[config.mk]
export PLATFORM = sky130hd
export DESIGN_NAME = motor_speed_ramp_generator_unit
export DESIGN_NICKNAME = d
export VERILOG_FILES = /design/src/msrg_pkg.sv /design/src/motor_speed_ramp_generator_unit.sv /design/src/msrg_stage.sv /design/src/msrg_core.sv
export VERILOG_INCLUDE_DIRS = /design/src /design/src/src
export SDC_FILE = /design/constraint.sdc
export NUM_CORES = 1
export LEC_CHECK = 0
export BUFFER_PORTS_ARGS = -buffer_cell sky130_fd_sc_hd__buf_2
export CORE_MARGIN = 8
export CORE_UTILIZATION = 65
export CTS_CLUSTER_DIAMETER = 120
export DETAILED_ROUTE_END_ITERATION = 6
export PLACE_DENSITY_LB_ADDON = 0.25
export SETUP_SLACK_MARGIN = 0.1
export SYNTH_ARGS = -nofsm -noshare
export SYNTH_HDL_FRONTEND = slang
export SYNTH_SLANG_ARGS = --single-unit
[constraint.sdc]
create_clock -name aclk -period 12.85 [get_ports aclk]
set_clock_uncertainty 0.1 [all_clocks]
set_input_delay 0 -clock aclk [delete_from_list [all_inputs] [get_ports aclk]]
set_output_delay 0 -clock aclk [all_outputs]
set_load 0.01 [all_outputs]
[src/motor_speed_ramp_generator_unit_defines.svh]
// Assertion macros used by the speed ramp generator core (msrg_core).
`ifndef MOTOR_SPEED_RAMP_GENERATOR_UNIT_DEFINES_SVH
`define MOTOR_SPEED_RAMP_GENERATOR_UNIT_DEFINES_SVH

// Checked property, ignored while reset is held.
`define MSRG_ASSERT(lbl, prop, msg) \
    lbl: assert property (@(posedge aclk) disable iff (!aresetn) prop) else $error(msg);

// Checked property, also sampled during reset.
`define MSRG_ASSERT_ALWAYS(lbl, prop, msg) \
    lbl: assert property (@(posedge aclk) prop) else $error(msg);

`endif

[src/msrg_pkg.sv]
// Shared types, constants and register codes of the speed ramp generator.
package msrg_pkg;

    localparam int UNITS_W  = 12;
    localparam int SPEED_W  = 19;
    localparam int TABLE_N  = 5;

    localparam logic [SPEED_W-1:0] SPEED_MAX_H = 19'd409500;
    localparam logic [SPEED_W-1:0] STEP_DOWN_H = 19'd50;
    localparam logic [SPEED_W-1:0] CREEP_H     = 19'd2;
    localparam logic [SPEED_W-1:0] BAND_H      = 19'd100;
    localparam logic [SPEED_W-1:0] HUNDRED     = 19'd100;

    localparam logic [UNITS_W-1:0] MIDDLE_RESET = 12'd2048;

    // Fraction of the way from middle to target, in percent, and its step.
    localparam logic [6:0] FRAC_PCT [TABLE_N] = '{7'd15, 7'd30, 7'd50, 7'd75, 7'd100};
    localparam logic [7:0] STEP_H   [TABLE_N] = '{8'd200, 8'd100, 8'd50, 8'd25, 8'd20};

    typedef enum logic [1:0] {
        REG_MIDDLE_SPEED = 2'd0,
        REG_SLIDE_ENABLE = 2'd1
    } msrg_reg_t;

    // One tick after the input stage: target and table thresholds in hundredths.
    typedef struct packed {
        logic                             accel;
        logic [SPEED_W-1:0]               target_h;
        logic [TABLE_N-1:0][SPEED_W-1:0]  thresh;
    } msrg_item_t;

endpackage

[src/motor_speed_ramp_generator_unit.sv]
// Speed ramp generator: slews a running speed in hundredths toward each tick's target.
// One tick word enters per cycle while s_tready is high; results pass the input
// register (target scaling and table thresholds), then the ramp step register that
// also holds the running speed. Back-to-back ticks chain through that step register,
// so a full tick rate of one per cycle is sustained while m_tready stays high. The
// configuration must be written via the cfg port with no tick in flight; not enforced.
module motor_speed_ramp_generator_unit (
    input  logic        aclk,
    input  logic        aresetn,
    input  logic        s_tvalid,
    output logic        s_tready,
    input  logic [15:0] s_tdata,  // [11:0] target_speed, [15:12] zero
    input  logic        s_tuser,  // [0] accelerate_mode
    output logic        m_tvalid,
    input  logic        m_tready,
    output logic [23:0] m_tdata,  // [18:0] speed_hundredths, [23:19] zero
    input  logic        cfg_valid,
    output logic        cfg_ready,
    input  logic [1:0]  cfg_index,
    input  logic [11:0] cfg_data
);
    import msrg_pkg::*;

    logic [UNITS_W-1:0] middle_reg;
    logic               slide_reg;
    logic               item_valid;
    logic               item_take;
    msrg_item_t         item;
    logic [SPEED_W-1:0] speed_hundredths;

    assign cfg_ready = 1'b1;

    always_ff @(posedge aclk) begin
        if (!aresetn) begin
            middle_reg <= MIDDLE_RESET;
            slide_reg  <= 1'b1;
        end else if (cfg_valid && cfg_ready) begin
            unique case (cfg_index)
                REG_MIDDLE_SPEED: middle_reg <= cfg_data;
                REG_SLIDE_ENABLE: slide_reg  <= cfg_data[0];
                default: ;  // drop writes to unknown registers
            endcase
        end
    end

    msrg_stage u_stage (
        .aclk            (aclk),
        .aresetn         (aresetn),
        .s_tvalid        (s_tvalid),
        .s_tready        (s_tready),
        .target_speed    (s_tdata[UNITS_W-1:0]),
        .accelerate_mode (s_tuser),
        .middle_speed    (middle_reg),
        .item_valid      (item_valid),
        .item            (item),
        .item_take       (item_take)
    );

    msrg_core u_core (
        .aclk             (aclk),
        .aresetn          (aresetn),
        .item_valid       (item_valid),
        .item             (item),
        .item_take        (item_take),
        .slide_enable     (slide_reg),
        .m_tvalid         (m_tvalid),
        .m_tready         (m_tready),
        .speed_hundredths (speed_hundredths)
    );

    assign m_tdata = {5'd0, speed_hundredths};

endmodule

[src/msrg_stage.sv]
// Input register: scales the target and precomputes the table thresholds.
module msrg_stage (
    input  logic                          aclk,
    input  logic                          aresetn,
    input  logic                          s_tvalid,
    output logic                          s_tready,
    input  logic [msrg_pkg::UNITS_W-1:0]  target_speed,
    input  logic                          accelerate_mode,
    input  logic [msrg_pkg::UNITS_W-1:0]  middle_speed,
    output logic                          item_valid,
    output msrg_pkg::msrg_item_t          item,
    input  logic                          item_take
);
    import msrg_pkg::*;

    logic       valid_reg;
    msrg_item_t item_reg;
    msrg_item_t item_next;

    // Threshold k is middle*(100-k) + target*k, which always lies in 0..409500.
    always_comb begin
        item_next.accel    = accelerate_mode;
        item_next.target_h = SPEED_W'(SPEED_W'(target_speed) * HUNDRED);
        for (int i = 0; i < TABLE_N; i++) begin
            item_next.thresh[i] =
                SPEED_W'(SPEED_W'(middle_speed) * SPEED_W'(7'd100 - FRAC_PCT[i]))
              + SPEED_W'(SPEED_W'(target_speed) * SPEED_W'(FRAC_PCT[i]));
        end
    end

    assign s_tready   = !valid_reg || item_take;
    assign item_valid = valid_reg;
    assign item       = item_reg;

    always_ff @(posedge aclk) begin
        if (!aresetn) begin
            valid_reg <= 1'b0;
        end else if (s_tready) begin
            valid_reg <= s_tvalid;
        end
    end

    always_ff @(posedge aclk) begin
        if (s_tvalid && s_tready) begin
            item_reg <= item_next;
        end
    end

endmodule

[src/msrg_core.sv]
// Ramp step: updates the running speed and holds it as the result word.
module msrg_core (
    input  logic                          aclk,
    input  logic                          aresetn,
    input  logic                          item_valid,
    input  msrg_pkg::msrg_item_t          item,
    output logic                          item_take,
    input  logic                          slide_enable,
    output logic                          m_tvalid,
    input  logic                          m_tready,
    output logic [msrg_pkg::SPEED_W-1:0]  speed_hundredths
);
    import msrg_pkg::*;

    logic               out_valid_reg;
    logic [SPEED_W-1:0] speed_reg;
    logic [SPEED_W-1:0] speed_next;
    logic [SPEED_W:0]   s_ext;
    logic [SPEED_W:0]   t_ext;
    logic [SPEED_W:0]   sum;
    logic [7:0]         step;
    logic               found;

    assign s_ext = {1'b0, speed_reg};
    assign t_ext = {1'b0, item.target_h};

    // First threshold the speed lies below picks the step.
    always_comb begin
        step  = 8'd0;
        found = 1'b0;
        for (int i = 0; i < TABLE_N; i++) begin
            if (!found && speed_reg < item.thresh[i]) begin
                step  = STEP_H[i];
                found = 1'b1;
            end
        end
    end

    always_comb begin
        sum        = s_ext + (SPEED_W+1)'(step);
        speed_next = speed_reg;
        if (!slide_enable) begin
            speed_next = item.target_h;
        end else if (item.accel) begin
            if (s_ext + (SPEED_W+1)'(BAND_H) < t_ext) begin
                // Overshoot is allowed; only the range end clips.
                speed_next = (sum > (SPEED_W+1)'(SPEED_MAX_H)) ? SPEED_MAX_H
                                                               : sum[SPEED_W-1:0];
            end else if (s_ext > t_ext + (SPEED_W+1)'(BAND_H)) begin
                speed_next = speed_reg - STEP_DOWN_H;
            end
        end else begin
            if (speed_reg < item.target_h) begin
                // clip the creep at the range end
                if (speed_reg + CREEP_H > SPEED_MAX_H) begin
                    speed_next = SPEED_MAX_H;
                end else begin
                    speed_next = speed_reg + CREEP_H;
                end
            end else if (speed_reg > item.target_h) begin
                speed_next = item.target_h;
            end
        end
    end

    assign item_take        = item_valid && (!out_valid_reg || m_tready);
    assign m_tvalid         = out_valid_reg;
    assign speed_hundredths = speed_reg;

    always_ff @(posedge aclk) begin
        if (!aresetn) begin
            out_valid_reg <= 1'b0;
            speed_reg     <= '0;
        end else begin
            if (item_take) begin
                out_valid_reg <= 1'b1;
                speed_reg     <= speed_next;
            end else if (m_tready) begin
                out_valid_reg <= 1'b0;
            end
        end
    end

`include "motor_speed_ramp_generator_unit_defines.svh"

    `MSRG_ASSERT(a_speed_in_range, speed_reg <= SPEED_MAX_H, "speed beyond range end")
    `MSRG_ASSERT_ALWAYS(a_idle_after_reset, !aresetn |=> !out_valid_reg, "result valid after reset")
    `MSRG_ASSERT(a_state_held_on_stall, (out_valid_reg && !m_tready) |=> $stable(speed_reg), "speed changed while result stalled")
    `MSRG_ASSERT(a_copy_when_no_slide, (item_take && !slide_enable) |=> (speed_reg == $past(item.target_h)), "speed did not copy target")
    `MSRG_ASSERT(a_no_take_on_stall, (out_valid_reg && !m_tready) |-> !item_take, "item taken over a waiting result")

endmodule
**After elaboration in Yosys (flattened, before gate mapping)**

Index checks and enable logic that the tools add are counted.

- Reductions and logical operators: 19
- Add/sub/neg operators: 9
- Bitwise gates (word level): 0
- Order comparisons: 10
- Equal/unequal tests: 3
- Muxes and demuxes: 19
- Shift-type cells: 0
- Div/mod/pow operators: 0
- Multiply operators: 9

Operators by type and width:

| operator | number |
|---|---|
| 19-bit 2-to-1 mux | 8 |
| 19-bit less-than comparator | 5 |
| 12-bit by 5-bit multiplier with 17-bit output (second input constant) | 4 |
| 19-bit by 7-bit adder with 20-bit output (second input constant) | 2 |
| 8-bit 2-to-1 mux | 5 |
| 12-bit by 7-bit multiplier with 19-bit output (second input constant) | 2 |
| 12-bit by 4-bit multiplier with 16-bit output (second input constant) | 2 |
| 19-bit by 8-bit adder with 20-bit output | 1 |
| 19-bit by 20-bit greater-than comparator with 1-bit output | 1 |
| 20-bit by 19-bit greater-than comparator with 1-bit output (second input constant) | 1 |
| 20-bit by 19-bit less-than comparator with 1-bit output | 1 |
| 17-bit by 19-bit adder with 19-bit output | 1 |
| 18-bit by 18-bit adder with 19-bit output | 1 |
| 19-bit by 16-bit adder with 19-bit output | 1 |
| 19-bit by 17-bit adder with 19-bit output | 1 |
| 19-bit by 2-bit adder with 19-bit output (second input constant) | 1 |
| 19-bit greater-than comparator | 1 |
| 19-bit greater-than comparator (second input constant) | 1 |
| 19-bit by 6-bit subtractor with 19-bit output (second input constant) | 1 |
| 12-bit by 6-bit multiplier with 18-bit output (second input constant) | 1 |
| 1-bit logical AND | 6 |
| 1-bit zero test | 6 |
| 1-bit 2-to-1 mux | 6 |
| 4-bit by 1-bit != test with 1-bit output (second input constant) | 1 |
| 7 further kinds | 9 |

- Memory bits (read-only): 0
- Output and inout port bits: 27
- Register bits: 128
- Memories kept: 0
- RAM bits: 0
- Latch bits: 0
- Word-level logic and storage cells: 80

**Depth between registers and ports, before layout**

- Depth after elaboration: 20
- Depth in mapped cells: 23
- Gate-level depth less buffers: 23

**By module**

Synthesis repeated with hierarchy kept, for this count alone.

- Cells, all modules: 2356
- Area total of the unflattened synthesis: 21099.0 µm²

By module, submodules not included:

| module | instances | cells an instance | sequential area each (µm²) | area each (µm²) |
|---|---|---|---|---|
| msrg_stage | 1 | 1319 | 2662.6 | 13356.6 |
| msrg_core | 1 | 972 | 400.4 | 7144.4 |
| motor_speed_ramp_generator_unit | 1 | 65 | 260.2 | 598.1 |

**Worst setup path after synthesis**

OpenSTA, ideal clock, no wires.

- Path kind: register -> register
- Start: reg u_core.speed_reg[1], in the netlist u_core.speed_hundredths[1]
- End: reg u_core.speed_reg[15], in the netlist u_core.speed_hundredths[15]
- Path buffers: 0
- Data arrival time: 5193 ps
- Required time: 12631 ps
- Slack: 7439 ps
- Clock period less this slack: 5411 ps
- Stages on the path, launching flop included: 23
- Cell sequence: dfxtp_1 ha_1 a21o_1 a21o_1 a21o_1 a21o_1 a21oi_1 o21ai_0 a31oi_1 nand2b_1 and3b_1 ha_1 fa_1 a211oi_1 o211ai_1 nand2_1 xor2_1 or4b_4 o32ai_4 a31oi_4 or3_4 a31oi_1 o21ai_1

- Word-level cells in the longest chain between the ends: 20
- Elaborated cells on any way between the ends: 41

RTL lines:

| element | RTL line | text |
|---|---|---|
| start: declaration | msrg_core.sv:16 | `logic [SPEED_W-1:0] speed_reg;` |
| start signal: assignment | msrg_core.sv:77 | `speed_reg <= speed_next;` |
| 19-bit less-than comparator | msrg_core.sv:32 | `if (!found && speed_reg < item.thresh[i]) begin` |
| 1-bit 2-to-1 mux | msrg_core.sv:32 |  |
| 1-bit zero test | msrg_core.sv:32 |  |
| 1-bit logical AND | msrg_core.sv:32 |  |
| 1-bit 2-to-1 mux | msrg_core.sv:32 |  |
| 1-bit zero test | msrg_core.sv:32 |  |
| 1-bit logical AND | msrg_core.sv:32 |  |
| 1-bit 2-to-1 mux | msrg_core.sv:32 |  |
| [... 4 more ...] | -- |  |
| 1-bit logical AND | msrg_core.sv:32 |  |
| 8-bit 2-to-1 mux | msrg_core.sv:32 |  |
| 19-bit by 8-bit adder with 20-bit output | msrg_core.sv:40 | `sum = s_ext + (SPEED_W+1)'(step);` |
| 20-bit by 19-bit greater-than comparator with 1-bit output | msrg_core.sv:47 | `speed_next = (sum > (SPEED_W+1)'(SPEED_MAX_H)) ? SPEED_MAX_H` |
| 19-bit 2-to-1 mux | msrg_core.sv:47 |  |
| 19-bit 2-to-1 mux | msrg_core.sv:45 | `if (s_ext + (SPEED_W+1)'(BAND_H) < t_ext) begin` |
| 19-bit 2-to-1 mux | msrg_core.sv:44 | `end else if (item.accel) begin` |
| 19-bit 2-to-1 mux | msrg_core.sv:42 | `if (!slide_enable) begin` |

Parallel ways exist; a longest one is shown, timed or not. The select of a mux whose other input is x is not followed.
A chain may end at the register's enable or synchronous reset.

**Worst setup path after layout**

- Start: reg u_core.speed_reg[2], in the netlist u_core.speed_hundredths[2]
- End: reg u_core.speed_reg[12], in the netlist u_core.speed_hundredths[12]

The elaborated chain is that of the path after synthesis.

==> qor.yml <==
placement:
  dpl.hpwl_um: 42910
  io_buffers: 52
  postPlaceCellArea_um2: 20240
  gp_congestion: 0.9599
setup_path:
  worst-path-max-fanout: 13
  crit_end: "u_core.speed_hundredths[12]"
  cp_common_cell: "a21o_1"
  crit_type: "flip-flop to flip-flop"
  worst-path-stages: 21
  regToRegEndpoint: "u_core.speed_hundredths[12]"
  crit_arrival_ps: 7470
  crit_slowest_cell: "a31oi_1"
  end_kind: "flip-flop"
  r2r_cells: 21
  crit_family: "compound AO/OA/AOI/OAI gates"
  worstPathRequired_ps: 13040
  slowest_delay_ps: 780
  crit_start: "u_core.speed_hundredths[2]"
  r2r_slack_ps: 5570
  worst-path-buf-inv: 0
  rr_startpoint: "u_core.speed_hundredths[2]"
  worstSetupStartpointType: "flip-flop"
  path_cells: "ha_1 -> a21o_1 -> a21o_1 -> a21o_1 -> a21oi_1 -> o21ai_0 -> a31oi_1 -> nand2b_1 -> and3b_1 -> ha_1 -> fa_1 -> a211oi_1 -> o211ai_1 -> nand2_1 -> xor2_1 -> or4b_4 -> nor2_1 -> nor4b_1 -> nor2_1 -> a21oi_1 -> a41oi_1"
outcome:
  status: "finished clean"
timing:
  tns_ps: 0
  setup_viol: 0
  rsz0062_at_grt: "false"
  slew_headroom_pct: 17.83
  maxSlewViolCount: 0
  min_period_ps: 7277
  worst_slew_pin_slew_ps: 1225
  hold_viol: 0
  max_freq_mhz: 137.4
  post-route-period-util_pct: 56.63
yosys:
  avgSynthCellArea_um2: 9.002
  yosysWarnings: 0
  synth_enable_flop_cells: 88
  syn_area_um2: 19480
  synthArstFlopShare_pct: 0
  syn_inst: 2164
  yosysSeqAreaShare_pct: 17.06
  synthFlopType: "edfxtp_1"
  ys_ff_latch: 122
  synth_cell_types: 84
clock_network:
  cts_buffer_depth: 2
  clk_latency_ps: 440
  clock_sinks: 122
  path_clk_slew_ps: 70
  cts_resized: 0
  cts_buffers: 17
  cts_tree: "yes"
  root_buffer: "clkbuf_16"
  cts-htree-levels: 4
grt:
  grt.overflow.total: 0
  grt_use_total_pct: 31.12
  grt_pass1_wl_um: 87510
  first_global_vias: 16740
  grt_max_degree: 62
  antenna_found_initial: 0
cells_and_area:
  diodes: 0
  largest_reg_flops: 88
  stdcell_area_um2: 21210
  syn2layout_area_growth_pct: 8.850
  drive_above_1_share_pct: 5.864
  nets: 2835
  fillers: 2245
floorplanning:
  die_h_um: 189.1
  io_pins: 63
  rows: 63
  start_util_pct: 65.90
  die_w_um: 189.1
  dieArea_um2: 35770
  core_area_um2: 29560
power_and_ir_drop:
  ir_drop_uv: 129.4
  seqPwrFrac_pct: 21.8
  switching_power_mw: 1.396
  swShare_pct: 44.44
  p_leak_nw: 10.81
  intPower_mw: 1.745
  pwr_density_cell_nw_per_um2: 148.1
  combPwrFrac_pct: 61.6
  clock_power_share_pct: 16.6
worst_hold_path:
  hold_class: "input pin to flip-flop"
  holdPathStages: 2
routing:
  wire_per_inst_um: 20.78
  wl_um: 55230
  dr.pass1.iters: 6
  viasPerCell: 6.095
  vias: 16200
  drc: 0
  first_iter_violations: 1225
  detail-route-antenna-nets: 0
job:
  drv_cap: 0
cell usage after synthesis (12+ instances only):
cell	count	share of area [%]
edfxtp_1	88	14
a21oi_1	112	2.9
o21ai_0	99	2.5
a21boi_0	30	1.2
nand2b_1	18	0.58
ha_1	400	26
nand4_1	16	0.51
inv_1	374	7.2
nand3_1	45	1.2
clkbuf_1	29	0.56
a21o_1	56	2.2
dfxtp_1	34	3.5
and3_1	12	0.39
xnor2_1	112	5.0
xor2_1	45	2.0
nor2b_1	32	1.0
o211ai_1	13	0.50
nor2_1	112	2.2
nor3_1	50	1.3
o21a_1	15	0.58
or3_1	19	0.61
nand2_1	120	2.3
a31oi_1	21	0.67
o21bai_1	15	0.58
fa_1	144	15
cells by family after synthesis:
logic type | Yosys count | synth area share [%]
other cells | 2 | 0.03855
flops | 122 | 17.06
buf+inv | 415 | 8.131
mux | 3 | 0.1606
fa+ha+maj | 544 | 40.49
compound gates | 448 | 15.16
simple gates | 473 | 11.91
xor+xnor | 157 | 7.058
cell type report:
| cell class | instances | area [um2] | share of cell area [%] |
|---|---|---|---|
| Clock inverter | 15 | 188.9 | 0.8910 |
| Tap cell | 390 | 488.0 | 2.301 |
| Sequential cell | 122 | 3323 | 15.67 |
| Inverter | 374 | 1404 | 6.620 |
| Clock buffer | 17 | 425.4 | 2.006 |
| Multi-Input combinational cell | 1631 | 14600 | 68.85 |
| Timing Repair Buffer | 109 | 775.7 | 3.658 |
stage by stage:
step | hold WS (ps) | instances | utilization (%) | total power, mW | setup WS (ps)
3_5_place_dp | 81.07 | 2591 | 68.47 | 2.570 | 5702
3_3_place_gp | 75.93 | 2591 | 68.47 | 2.493 | 5872
4_1_cts | 70.22 | 2658 | 71.74 | 3.117 | 5662
6_report | 104.0 | 2658 | 71.74 | 3.140 | 5573
2_1_floorplan | -1.131 | 2168 | - | 2.088 | 7439
5_1_grt | 114.3 | 2658 | 71.74 | 3.382 | 5298
worst min path at each step:
stage                        endpoint  startpoint
floorplan           u_stage.item[114]     s_tuser
global placement    u_stage.item[114]     s_tuser
detailed placement  u_stage.item[114]     s_tuser
CTS                   u_core.m_tvalid     aresetn
global route          u_core.m_tvalid     aresetn
finish                u_core.m_tvalid     aresetn
worst register-to-register path, stage by stage, from the launching register on:
cell,delay (ps)
dfxtp_1,710
ha_1,350
a21o_1,170
a21o_1,180
a21o_1,170
a21oi_1,250
o21ai_0,420
a31oi_1,790
nand2b_1,260
and3b_1,210
ha_1,230
fa_1,430
a211oi_1,310
o211ai_1,200
nand2_1,280
xor2_1,120
or4b_4,560
nor2_1,90
nor4b_1,450
nor2_1,200
a21oi_1,500
a41oi_1,180
what timing repair did:
item | in CTS | in global routing
hold buffers | 35 | 0
endpoints found under the hold margin | 19 | 0
buffers inserted | 0 | 0
power groups by stage:
stage	registers, mW	logic [mW]	clock network, mW
after floorplan	0.672	1.42	0
after global placement	0.688	1.80	0
after detailed placement	0.691	1.88	0
after CTS	0.683	1.91	0.521
after global routing	0.695	2.15	0.537
final	0.685	1.93	0.521
per-layer routing:
| layer | GRT usage, % | part of all wire [%] |
|---|---|---|
| met1 | 38.64 | 40 |
| met2 | 53.42 | 48 |
| met4 | 14.16 | 4.2 |
| met5 | 0 | 0 |
| met3 | 3.955 | 6.9 |
placed cells by master (no fill, tap or decap), types with 6 or more instances in the layout:
master and n:
a211oi_1 11, nor3_1 50, nor2_1 112, o211ai_1 13, or3_1 19, xnor2_1 112
nand2b_1 18, and2_1 6, fa_1 144, ha_1 400, nand4_1 16, a21boi_0 29
dlygate4sd3_1 35, o2111ai_1 6, a21oi_1 112, or2_2 6, xor2_1 45, o31ai_1 7
nor4_1 10, buf_2 52, o21bai_1 15, buf_4 22, edfxtp_1 88, conb_1 6
clkbuf_16 17, nand2_1 120, o21a_1 15, a21o_1 56, inv_1 374, nand3_1 45
and3_1 12, a31oi_1 21, dfxtp_1 34, o21ai_0 99, nor2b_1 32
Power figures use the tool's default switching activity.
